`src/sv/qpht_pkg.sv`:
```
// Shared types and constants for the quadratic probe hash table.
`default_nettype none

package qpht_pkg;

    localparam int KEY_W     = 31;
    localparam int CMD_W     = 2;
    localparam int STATUS_W  = 3;
    localparam int IDX_W     = 4;
    localparam int S_TDATA_W = 32;
    localparam int M_TDATA_W = 8;

    // remainder unit: width of the reciprocal constant
    localparam int RECIP_W   = 32;

    localparam logic [CMD_W-1:0] CMD_INSERT = 2'd0;
    localparam logic [CMD_W-1:0] CMD_SEARCH = 2'd1;
    localparam logic [CMD_W-1:0] CMD_DELETE = 2'd2;

    localparam logic [STATUS_W-1:0] ST_INSERTED  = 3'd0;
    localparam logic [STATUS_W-1:0] ST_FULL      = 3'd1;
    localparam logic [STATUS_W-1:0] ST_FOUND     = 3'd2;
    localparam logic [STATUS_W-1:0] ST_NOT_FOUND = 3'd3;
    localparam logic [STATUS_W-1:0] ST_DELETED   = 3'd4;
    localparam logic [STATUS_W-1:0] ST_DEL_MISS  = 3'd5;

    typedef struct packed {
        logic init;
        logic step;
    } t_gen_ctl;

endpackage

`default_nettype wire

```
`src/sv/qpht_mod.sv`:
```
// Remainder unit: key modulo the table size by reciprocal multiplication.
`default_nettype none

module qpht_mod
    import qpht_pkg::*;
#(
    parameter int TABLE_SLOTS = 16
) (
    input  wire logic              i_clk,
    input  wire logic              i_rst_n,
    input  wire logic              i_start,
    input  wire logic [KEY_W-1:0]  i_key,
    output logic                   o_done,
    output logic [$clog2(TABLE_SLOTS)-1:0] o_home
);

    localparam int SW = $clog2(TABLE_SLOTS);
    localparam int SH = KEY_W + SW;
    localparam int PW = KEY_W + RECIP_W;
    // ceil(2^SH / TABLE_SLOTS) gives the exact quotient for every key
    localparam logic [RECIP_W-1:0] RECIP =
        RECIP_W'(((64'd1 << SH) + 64'(TABLE_SLOTS) - 64'd1) / 64'(TABLE_SLOTS));

    logic             r_v1;
    logic             r_v2;
    logic             r_done;
    logic [KEY_W-1:0] r_key;
    logic [PW-1:0]    r_prod;
    logic [KEY_W-1:0] r_qn;
    logic [SW-1:0]    r_rem;
    logic [KEY_W-1:0] w_quot;
    logic [KEY_W-1:0] w_diff;

    assign w_quot = KEY_W'(r_prod >> SH);
    assign w_diff = r_key - r_qn;

    // three stages: product, quotient times size, difference
    always_ff @(posedge i_clk) begin
        if (!i_rst_n) begin
            r_v1   <= 1'b0;
            r_v2   <= 1'b0;
            r_done <= 1'b0;
        end else begin
            r_v1   <= i_start;
            r_v2   <= r_v1;
            r_done <= r_v2;
        end
        if (i_start) begin
            r_key  <= i_key;
            r_prod <= PW'(i_key) * PW'(RECIP);
        end
        if (r_v1) begin
            r_qn <= w_quot * KEY_W'(TABLE_SLOTS);
        end
        if (r_v2) begin
            r_rem <= w_diff[SW-1:0];
        end
    end

    assign o_done = r_done;
    assign o_home = r_rem;

endmodule

`default_nettype wire

```
`src/sv/qpht_probe_gen.sv`:
```
// Probe address generator: home plus i squared, modulo the table size.
`default_nettype none

module qpht_probe_gen
    import qpht_pkg::*;
#(
    parameter int TABLE_SLOTS = 16
) (
    input  wire logic                          i_clk,
    input  wire t_gen_ctl                      i_ctl,
    input  wire logic [$clog2(TABLE_SLOTS)-1:0] i_home,
    output logic [$clog2(TABLE_SLOTS)-1:0]     o_slot
);

    localparam int SW = $clog2(TABLE_SLOTS);
    localparam int RW = SW + 1;
    localparam logic [RW-1:0] MOD_N = RW'(TABLE_SLOTS);

    logic [SW-1:0] r_home;
    logic [SW-1:0] r_off;
    logic [SW-1:0] r_inc;
    logic [SW-1:0] n_off;
    logic [SW-1:0] n_inc;
    logic [RW-1:0] w_sum;
    logic [RW-1:0] w_osum;
    logic [RW-1:0] w_isum;

    // (i+1)^2 = i^2 + (2i+1); the odd increment steps by two
    always_comb begin
        w_sum  = {1'b0, r_home} + {1'b0, r_off};
        if (w_sum >= MOD_N) begin
            w_sum = w_sum - MOD_N;
        end
        w_osum = {1'b0, r_off} + {1'b0, r_inc};
        if (w_osum >= MOD_N) begin
            w_osum = w_osum - MOD_N;
        end
        w_isum = {1'b0, r_inc} + RW'(2);
        if (w_isum >= MOD_N) begin
            w_isum = w_isum - MOD_N;
        end
        n_off = w_osum[SW-1:0];
        n_inc = w_isum[SW-1:0];
    end

    always_ff @(posedge i_clk) begin
        if (i_ctl.init) begin
            r_home <= i_home;
            r_off  <= '0;
            r_inc  <= SW'(1);
        end else if (i_ctl.step) begin
            r_off <= n_off;
            r_inc <= n_inc;
        end
    end

    assign o_slot = w_sum[SW-1:0];

endmodule

`default_nettype wire

```
`src/sv/quadratic_probe_hash_table_top.sv`:
```
// Quadratic probe hash table: request channel, result channel and slot memory.
//
// Requests arrive on the s_axis channel: tuser carries the command (insert,
// search, delete), tdata the 31-bit key. Each request gives exactly one
// result on the m_axis channel: tuser carries the status, tdata the slot.
// One request is worked on at a time. After acceptance the key is reduced
// modulo TABLE_SLOTS by a three-stage reciprocal-multiply remainder unit,
// then the slot memory is read once per cycle along the probe sequence,
// each read checked in the cycle after it. Probing ends at the first hit,
// or when all TABLE_SLOTS + 1 probes miss; the result then goes to the
// output register, and the next request can be accepted in the same cycle
// as that result appears on m_axis.
// The single read port of the slot memory sets the probe rate.
// After reset the block sweeps the slot memory to mark every slot empty
// and holds s_axis tready low meanwhile.
// The result sits in an output register; the next request is accepted while
// it waits, and only the finishing step of that request waits on m_axis
// tready.
`default_nettype none

module quadratic_probe_hash_table_top
    import qpht_pkg::*;
#(
    parameter int TABLE_SLOTS = 16
) (
    input  wire logic                 i_clk,
    input  wire logic                 i_rst_n,
    input  wire logic                 i_s_axis_tvalid,
    output logic                      o_s_axis_tready,
    input  wire logic [S_TDATA_W-1:0] i_s_axis_tdata,  // key
    input  wire logic [CMD_W-1:0]     i_s_axis_tuser,  // cmd
    output logic                      o_m_axis_tvalid,
    input  wire logic                 i_m_axis_tready,
    output logic [M_TDATA_W-1:0]      o_m_axis_tdata,  // slot_index
    output logic [STATUS_W-1:0]       o_m_axis_tuser   // status
);

    localparam int SW = $clog2(TABLE_SLOTS);
    localparam int CW = $clog2(TABLE_SLOTS + 1);

    typedef enum logic [2:0] {
        S_CLEAR,
        S_IDLE,
        S_MOD,
        S_PROBE,
        S_DONE
    } t_state;

    t_state               r_state;
    logic [SW-1:0]        r_clr;
    logic [CMD_W-1:0]     r_cmd;
    logic [KEY_W-1:0]     r_key;
    logic [CW-1:0]        r_i;
    logic                 r_issue_on;
    logic                 r_chk_vld;
    logic                 r_chk_last;
    logic [SW-1:0]        r_chk_slot;
    logic [STATUS_W-1:0]  r_status;
    logic [IDX_W-1:0]     r_idx;
    logic                 r_m_tvalid;
    logic [STATUS_W-1:0]  r_m_status;
    logic [IDX_W-1:0]     r_m_idx;

    logic [KEY_W:0]       r_mem [TABLE_SLOTS];
    logic [KEY_W:0]       r_rd_data;

    logic                 w_mod_start;
    logic                 w_mod_done;
    logic [SW-1:0]        w_home;
    t_gen_ctl             w_gen_ctl;
    logic [SW-1:0]        w_slot;
    logic                 w_i_last;
    logic                 w_hit;
    logic                 w_modify;
    logic                 w_we;
    logic [SW-1:0]        w_waddr;
    logic [KEY_W:0]       w_wdata;
    logic [STATUS_W-1:0]  w_res_status;

    assign w_mod_start    = (r_state == S_IDLE) && i_s_axis_tvalid;
    assign w_gen_ctl.init = (r_state == S_MOD) && w_mod_done;
    assign w_gen_ctl.step = (r_state == S_PROBE) && r_issue_on;
    assign w_i_last       = (r_i == CW'(TABLE_SLOTS));

    qpht_mod #(
        .TABLE_SLOTS(TABLE_SLOTS)
    ) u_mod (
        .i_clk  (i_clk),
        .i_rst_n(i_rst_n),
        .i_start(w_mod_start),
        .i_key  (i_s_axis_tdata[KEY_W-1:0]),
        .o_done (w_mod_done),
        .o_home (w_home)
    );

    qpht_probe_gen #(
        .TABLE_SLOTS(TABLE_SLOTS)
    ) u_gen (
        .i_clk (i_clk),
        .i_ctl (w_gen_ctl),
        .i_home(w_home),
        .o_slot(w_slot)
    );

    always_comb begin
        if (r_cmd == CMD_INSERT) begin
            w_hit = !r_rd_data[KEY_W];
        end else begin
            w_hit = r_rd_data[KEY_W] && (r_rd_data[KEY_W-1:0] == r_key);
        end
        w_modify = (r_cmd == CMD_INSERT) || (r_cmd == CMD_DELETE);
        case (r_cmd)
            CMD_INSERT: w_res_status = w_hit ? ST_INSERTED : ST_FULL;
            CMD_DELETE: w_res_status = w_hit ? ST_DELETED : ST_DEL_MISS;
            default:    w_res_status = w_hit ? ST_FOUND : ST_NOT_FOUND;
        endcase
        if (r_state == S_CLEAR) begin
            w_we    = 1'b1;
            w_waddr = r_clr;
            w_wdata = '0;
        end else begin
            w_we    = (r_state == S_PROBE) && r_chk_vld && w_hit && w_modify;
            w_waddr = r_chk_slot;
            w_wdata = {(r_cmd == CMD_INSERT), r_key};
        end
    end

    always_ff @(posedge i_clk) begin
        if (w_we) begin
            r_mem[w_waddr] <= w_wdata;
        end
        r_rd_data <= r_mem[w_slot];
    end

    always_ff @(posedge i_clk) begin
        if (!i_rst_n) begin
            r_state    <= S_CLEAR;
            r_clr      <= '0;
            r_issue_on <= 1'b0;
            r_chk_vld  <= 1'b0;
            r_m_tvalid <= 1'b0;
        end else begin
            if (r_m_tvalid && i_m_axis_tready && (r_state != S_DONE)) begin
                r_m_tvalid <= 1'b0;
            end
            unique case (r_state)
                S_CLEAR: begin
                    r_clr <= r_clr + SW'(1);
                    if (r_clr == SW'(TABLE_SLOTS - 1)) begin
                        r_state <= S_IDLE;
                    end
                end
                S_IDLE: begin
                    if (i_s_axis_tvalid) begin
                        r_cmd   <= i_s_axis_tuser;
                        r_key   <= i_s_axis_tdata[KEY_W-1:0];
                        r_state <= S_MOD;
                    end
                end
                S_MOD: begin
                    if (w_mod_done) begin
                        r_i        <= '0;
                        r_issue_on <= 1'b1;
                        r_chk_vld  <= 1'b0;
                        r_state    <= S_PROBE;
                    end
                end
                S_PROBE: begin
                    r_chk_slot <= w_slot;
                    r_chk_last <= w_i_last;
                    if (r_chk_vld && (w_hit || r_chk_last)) begin
                        r_status   <= w_res_status;
                        r_idx      <= w_hit ? IDX_W'(r_chk_slot) : '0;
                        r_chk_vld  <= 1'b0;
                        r_issue_on <= 1'b0;
                        r_state    <= S_DONE;
                    end else begin
                        r_chk_vld <= r_issue_on;
                        if (r_issue_on) begin
                            r_i <= r_i + CW'(1);
                            if (w_i_last) begin
                                r_issue_on <= 1'b0;
                            end
                        end
                    end
                end
                S_DONE: begin
                    if (!r_m_tvalid || i_m_axis_tready) begin
                        r_m_tvalid <= 1'b1;
                        r_m_status <= r_status;
                        r_m_idx    <= r_idx;
                        r_state    <= S_IDLE;
                    end
                end
                default: r_state <= S_IDLE;
            endcase
        end
    end

    assign o_s_axis_tready = (r_state == S_IDLE);
    assign o_m_axis_tvalid = r_m_tvalid;
    assign o_m_axis_tdata  = M_TDATA_W'(r_m_idx);
    assign o_m_axis_tuser  = r_m_status;

`ifndef NO_ASSERTIONS
    a_chk_slot_range: assert property (@(posedge i_clk) disable iff (!i_rst_n)
        r_chk_vld |-> (32'(r_chk_slot) < TABLE_SLOTS))
        else $error("probe slot out of range");

    a_mod_done_state: assert property (@(posedge i_clk) disable iff (!i_rst_n)
        w_mod_done |-> (r_state == S_MOD))
        else $error("remainder done outside of MOD");

    a_write_cmd: assert property (@(posedge i_clk) disable iff (!i_rst_n)
        (w_we && (r_state != S_CLEAR)) |-> (r_cmd == CMD_INSERT || r_cmd == CMD_DELETE))
        else $error("memory write by a search");

    a_result_from_done: assert property (@(posedge i_clk) disable iff (!i_rst_n)
        $rose(o_m_axis_tvalid) |-> ($past(r_state) == S_DONE))
        else $error("result raised outside of DONE");

    a_no_accept_busy: assert property (@(posedge i_clk) disable iff (!i_rst_n)
        (r_state == S_PROBE) |-> !o_s_axis_tready)
        else $error("request accepted during probing");
`endif

endmodule

`default_nettype wire

```
`config.mk`:
```
export PLATFORM = sky130hd
export DESIGN_NAME = quadratic_probe_hash_table_top
export DESIGN_NICKNAME = d
export VERILOG_FILES = /design/src/sv/qpht_pkg.sv /design/src/sv/qpht_mod.sv /design/src/sv/qpht_probe_gen.sv /design/src/sv/quadratic_probe_hash_table_top.sv
export SDC_FILE = /design/constraint.sdc
export NUM_CORES = 1
export LEC_CHECK = 0
export BUFFER_PORTS_ARGS = -buffer_cell sky130_fd_sc_hd__buf_2
export CAP_MARGIN = 40
export CORE_MARGIN = 2
export CORE_UTILIZATION = 30
export DETAILED_ROUTE_END_ITERATION = 12
export GPL_TIMING_DRIVEN = 0
export MAX_ROUTING_LAYER = met4
export PLACE_DENSITY = 0.55
export RECOVER_POWER = 25
export SLEW_MARGIN = 20
export SYNTH_ARGS = -nofsm -noshare
export SYNTH_HDL_FRONTEND = slang
export SYNTH_SLANG_ARGS = --single-unit
```
`constraint.sdc`:
```
create_clock -name i_clk -period 4.1 [get_ports i_clk]
set_input_delay 0.41 -clock i_clk [delete_from_list [all_inputs] [get_ports i_clk]]
set_output_delay 0.41 -clock i_clk [all_outputs]
set_load 0.02 [all_outputs]
```
==> flow_metrics.py, run 1 <==
metrics = {
    "pwr": {
        "intPower_mw": 10.6,
        "p_seq_share_pct": 53.4,
        "p_clk_share_pct": 44.0,
        "pwr-share-comb_pct": 2.6,
        "p_leak_nw": 9.79,
        "switchingPower_mw": 2.74,
        "p_per_area_nw_per_um2": 451,
        "sw_frac_of_total_pct": 20.5,
        "peakVddDrop_mv": 0.282,
    },
    "timing": {
        "maxSlewViolCount": 0,
        "worst_slew_pin_slew_ps": 907,
        "rsz0062_at_grt": "false",
        "finalHoldViolCount": 0,
        "whs_ps": 106,
        "clock_skew_ps": 34.1,
        "maxSlewHeadroom_pct": 39.5,
        "period_share_pct": 94.5,
        "post-route-min-period_ps": 3870,
        "worst_slack_ps": 226,
        "fmax_ghz": 0.258,
        "fin_tns_setup_ps": 0,
        "setup_viol_count_final": 0,
    },
    "synth": {
        "yosys_warnings": 0,
        "synthArstFlopShare_pct": 0,
        "synth_common_cells": "edfxtp_1 (581), mux4_2 (128), nor2b_1 (66)",
        "synth-main-ff-cell": "edfxtp_1",
        "synth_area_leaders": "edfxtp_1 (72%), mux4_2 (12%), dfxtp_1 (4.3%)",
        "syn_avg_cell_area_um2": 20.3,
        "ys_seq_elements": 633,
        "synthDistinctLibCells": 47,
        "yosys.area.top_type_share_pct": 71.6,
        "synthCells": 1198,
        "ys_seq_area_share_pct": 75.9,
        "yosys.area.top_type": "edfxtp_1",
        "syn_area_um2": 24400,
        "synth-edff-count": 581,
        "synth.most_common_cell": "edfxtp_1",
    },
    "clock_network": {
        "cts.clk_slew.worst_paths_ps": 60,
        "clkLatencyLatePin_ps": 600,
        "clockBufferDepth": 3,
        "cts-root-buf": "clkbuf_16",
        "cts_num_sinks": 633,
        "cts_max_level": 3,
        "cts_buffers": 66,
        "cts_setup_buffers": 0,
        "cts_tree": "yes",
    },
    "finish": {
        "final_area_um2": 29500,
        "fin_nets": 1459,
        "fin_util_pct": 36.7,
        "fillers": 7438,
        "drive_above_1_share_pct": 26.7,
        "area_delta_synth_final_pct": 21.2,
    },
    "flow_run": {
        "cap_violations": 0,
    },
    "critical_path": {
        "crit_fanout": 13,
        "cp_common_cell": "buf_16",
        "arrival_ps": 4160,
        "criticalPathCategory": "reg -> reg",
        "start_kind": "flip-flop",
        "timing.rr.start": "r_key[3]",
        "reg2reg_slack_ps": 230,
        "critPathRequiredTime_ps": 4380,
        "timing.rr.end": "r_mem[0][16]",
        "r2r_cells": 10,
        "critical_path.top_delay_family": "simple AND/OR/NAND/NOR gates",
        "crit_path_end_kind": "flip-flop",
        "worstPathCellList": "xor2_1 > nor4_1 > nand4_1 > o21ai_1 > buf_4 > a21oi_2 > buf_6 > nor2_4 > buf_16 > buf_16",
        "cp_num_buf_inv": 4,
        "timing.critical_path.slowest_stage_cell": "nor4_1",
        "critPathMaxStageDelay_ps": 660,
    },
    "routing": {
        "drtIter0Drc": 992,
        "routed_wl_um": 59600,
        "wire_per_inst_um": 23.6,
        "antenna_left": 0,
        "vias": 12203,
        "drcViolationCount": 0,
        "dr.pass1.iters": 5,
        "via_per_inst": 4.83,
    },
    "status": {
        "status": "finished, final reports clean",
    },
    "hold_path": {
        "hp-class": "in -> reg",
        "worstHoldStart": "i_s_axis_tdata[24]",
        "worstHoldPathCells": 1,
        "hold-path-endpoint": "r_key[24]",
    },
    "placement": {
        "dp_slack_ps": 99.2,
        "port_buffers": 45,
        "hpwl_um": 39000,
        "place_area_um2": 27000,
        "place.gp.congestion": 0.784,
    },
    "grt": {
        "antenna_found_initial": 0,
        "grt_pass1_vias": 12385,
        "grt_max_degree": 34,
        "grt-ovfl-total": 0,
        "grt_use_total_pct": 14.8,
        "grt_pass1_wl_um": 85600,
    },
    "die": {
        "core_area_um2": 80400,
        "rows": 104,
        "die-area_um2": 83500,
        "io_pins": 51,
        "die_h_um": 289,
        "start_util_pct": 30.3,
        "die_w_um": 289,
    },
}
==> timing repair <==
item	4_1_cts	5_1_grt
hold buffers	27	0
gates resized for setup	0	1
setup endpoints to repair	0	5
endpoints found under the hold margin	27	0
==> stage by stage <==
stage          total power, mW  std cells
2_1_floorplan             7.38       1201
5_1_grt                   13.7       2524
6_report                  13.3       2525
4_1_cts                   13.5       2496
3_5_place_dp              7.58       2347
3_3_place_gp              7.50       2306
==> power by group through the flow <==
stage                     sequential, mW  combinational (mW)  clock [mW]
after global placement              7.26               0.240           0
after global routing                7.12               0.364        6.25
after floorplan                     7.25               0.132           0
after CTS                           7.12               0.350        6.00
after detailed placement            7.25               0.328           0
final                               7.12               0.341        5.86
==> worst max-delay path by stage <==
| stage | start | to | slack, ps | cells after the start |
|---|---|---|---|---|
| floorplan | r_key[15] | r_mem[14][0] | 900 | 7 |
| global placement | r_key[28] | r_mem[1][12] | -2610 | 7 |
| detailed placement | r_key[28] | r_mem[0][14] | 100 | 10 |
| CTS | r_key[28] | r_mem[0][16] | 60 | 10 |
| global route | r_key[3] | r_mem[0][21] | 120 | 10 |
| finish | r_key[3] | r_mem[0][16] | 230 | 10 |
==> layer usage <==
metal	vias to the layer above	wire, µm	GRT usage, %
li1	5252	-	-
met1	6434	26700	20.2
met2	427	27600	22.3
met3	90	4290	3.65
met4	0	1060	3.66
met5	-	0	-
==> state kept, by name (all words and copies together) (netlist names), 4 cells and up <==
signal	count
u_mod.r_key	4
r_i	5
r_mem	512
u_gen.r_off	4
r_idx	4
u_mod.o_home	4
u_gen.r_home	4
r_key	31
r_clr	4
r_rd_data	32
r_chk_slot	4
r_m_idx	4
==> layout make-up <==
class / count / area [µm²] / share of cell area, %
Antenna cell: 1 / 2.50 / 0.00848
Buffer: 60 / 363 / 1.23
Clock buffer: 88 / 1860 / 6.29
Clock inverter: 34 / 265 / 0.899
Inverter: 9 / 33.8 / 0.114
Multi-Input combinational cell: 499 / 5590 / 18.9
Sequential cell: 633 / 18500 / 62.6
Tap cell: 1060 / 1330 / 4.49
Timing Repair Buffer: 141 / 1590 / 5.38
==> cells by family (layout without fill, tap and decap cells) <==
group	after synthesis	count (layout)	synth area share [%]
flops	633	633	75.9
simple gates	180	180	3.97
mux	163	163	13.3
compound gates	97	97	2.89
buf+inv	69	332	1.67
xor+xnor	44	44	1.61
fa+ha+maj	11	11	0.627
other cells	1	5	0.0154
==> cells in the final DEF, fill, tap and decap left out, types with 7 or more instances in the layout <==
cell,count
dfxtp_1,52
clkbuf_1,60
edfxtp_1,581
nor2_4,16
buf_2,45
a211oi_2,18
clkbuf_8,8
a211oi_1,14
o21ai_0,8
nand2_1,23
nor4_1,7
buf_16,29
mux2i_1,34
and2_1,7
clkbuf_16,68
buf_4,24
mux4_2,128
nor2_1,27
clkinv_1,11
dlygate4sd3_1,27
xor2_1,37
nor2b_1,66
a21oi_1,45
ha_1,9
buf_6,15
clkinv_2,11
inv_1,8
Power figures use the tool's default switching activity.
==> run 2: changes to the inputs <==
==> constraint.sdc (replaced) <==
create_clock -name i_clk -period 4.1 [get_ports i_clk]
set_input_delay 0.205 -clock i_clk [delete_from_list [all_inputs] [get_ports i_clk]]
set_output_delay 0.205 -clock i_clk [all_outputs]
set_load 0.02 [all_outputs]
==> flow_metrics.py, run 2 (synthesis gave the netlist of run 1 again) <==
metrics = {
    "critical_path": {
        "critPathRequiredTime_ps": 4380,
        "critPathMaxStageDelay_ps": 650,
        "criticalPathCategory": "reg -> reg",
        "critical_path.top_delay_family": "simple AND/OR/NAND/NOR gates",
        "cp_common_cell": "buf_16",
        "crit_path_end_kind": "flip-flop",
        "timing.critical_path.slowest_stage_cell": "nor4_1",
        "worstPathCellList": "xor2_1 > nor4_1 > nand4_1 > o21ai_1 > buf_4 > a21oi_2 > buf_6 > nor2_4 > buf_16 > buf_16",
        "crit_fanout": 13,
        "cp_num_buf_inv": 4,
        "start_kind": "flip-flop",
        "arrival_ps": 4140,
    },
    "routing": {
        "dr.pass1.iters": 7,
        "wire_per_inst_um": 23.5,
        "drt-met1-wl_um": 26700,
        "via_per_inst": 4.82,
        "drcViolationCount": 0,
        "wl_met3_um": 4200,
        "drtIter0Drc": 988,
        "top_layer": "met4",
        "antenna_left": 0,
        "vias": 12203,
        "wl_met2_um": 27600,
        "routed_wl_um": 59600,
    },
    "placement": {
        "dp_slack_ps": 99.2,
        "place_area_um2": 27000,
        "port_buffers": 45,
        "hpwl_um": 39000,
        "place.gp.congestion": 0.784,
    },
    "die": {
        "start_util_pct": 30.3,
        "die_h_um": 289,
        "core_area_um2": 80400,
        "io_pins": 51,
        "die_w_um": 289,
        "die-area_um2": 83500,
        "rows": 104,
    },
    "clock_network": {
        "cts_tree": "yes",
        "cts_setup_buffers": 0,
        "cts-root-buf": "clkbuf_16",
        "clkLatencyLatePin_ps": 600,
        "cts_num_sinks": 633,
        "cts.clk_slew.worst_paths_ps": 60,
        "clockBufferDepth": 3,
        "cts_max_level": 3,
        "cts_buffers": 66,
    },
    "timing": {
        "worst_slew_pin_slew_ps": 890,
        "fmax_ghz": 0.259,
        "worst_slack_ps": 241,
        "clock_skew_ps": 34.2,
        "finalHoldViolCount": 0,
        "whs_ps": 314,
        "maxSlewViolCount": 0,
        "fin_tns_setup_ps": 0,
        "period_share_pct": 94.1,
        "post-route-min-period_ps": 3860,
        "maxSlewHeadroom_pct": 40.5,
        "setup_viol_count_final": 0,
        "rsz0062_at_grt": "false",
    },
    "grt": {
        "grt_pass1_vias": 12444,
        "grt_use_total_pct": 14.8,
        "antenna_found_initial": 0,
        "grt_pass1_wl_um": 85800,
        "grt-ovfl-total": 0,
        "grt_max_degree": 34,
    },
    "finish": {
        "fin_nets": 1468,
        "top_register": "r_mem",
        "area_delta_synth_final_pct": 21.6,
        "final_cell_mix": "edfxtp_1 (581), mux4_2 (128), clkbuf_16 (68)",
        "layout_commonest_cell": "edfxtp_1",
        "drive_above_1_share_pct": 26.5,
        "largest_registers": "r_mem: 512 flops, r_rd_data: 32 flops, r_key: 31 flops",
        "fillers": 7429,
        "antenna_cells": 0,
        "final_area_um2": 29600,
        "multi_input_area_um2": 5590,
        "largest_reg_flops": 512,
        "regArea_um2": 18500,
    },
    "pwr": {
        "p_leak_nw": 9.83,
        "peakVddDrop_mv": 0.281,
        "p_total_mw": 13.3,
        "p_per_area_nw_per_um2": 450,
    },
    "hold_path": {
        "hp-class": "in -> reg",
    },
    "status": {
        "status": "finished, final reports clean",
    },
    "flow_run": {
        "cap_violations": 0,
    },
}
-- run 2: changes by cell type in the layout (fill, tap and decap cells not counted) --
cell,previous run,this run
buf_2,45,44
clkbuf_1,60,61
and2_0,1,0
dlygate4sd3_1,27,36
diode_2,1,0
and2_1,7,8
-- run 2: final timing paths --
| check | from | end | slack (ps) | cells after the start |
|---|---|---|---|---|
| min reg2reg | r_idx[0] | r_m_idx[0] | 420 | 0 |
| min | i_s_axis_tdata[4] | r_key[4] | 310 | 2 |
| max | r_key[3] | r_mem[0][16] | 240 | 10 |
| max reg2reg | r_key[3] | r_mem[0][16] | 240 | 10 |
-- run 2: where the power goes --
group / total (mW) / switching, mW / internal [mW]
Combinational: 0.348 / 0.194 / 0.154
Clock: 5.86 / 2.51 / 3.35
Sequential: 7.12 / 0.0291 / 7.09
Total: 13.3 / 2.73 / 10.6
-- run 2: per-layer routing --
layer,vias to the layer above,GRT usage (%)
li1,5269,-
met1,6402,20.2
met2,438,22.4
met3,94,3.64
met4,0,3.66
met5,-,-
-- run 2: stage by stage --
stage / utilization, % / cells
2_1_floorplan: - / 1201
3_3_place_gp: 32.2 / 2306
3_5_place_dp: 33.6 / 2347
4_1_cts: 36.7 / 2505
5_1_grt: 36.8 / 2533
6_report: 36.8 / 2533
-- run 2: repair_timing --
item                       in CTS  in global routing
setup endpoints to repair       0                  5
hold endpoints to repair       47                  0
hold buffers                   36                  0
resized for setup               0                  1
-- run 2: cell type report --
type	count	share of cell area, %
Sequential cell	633	62.5
Multi-Input combinational cell	499	18.9
Tap cell	1060	4.48
Clock buffer	88	6.27
Clock inverter	34	0.896
Timing Repair Buffer	150	5.66
Inverter	9	0.114
Buffer	60	1.23
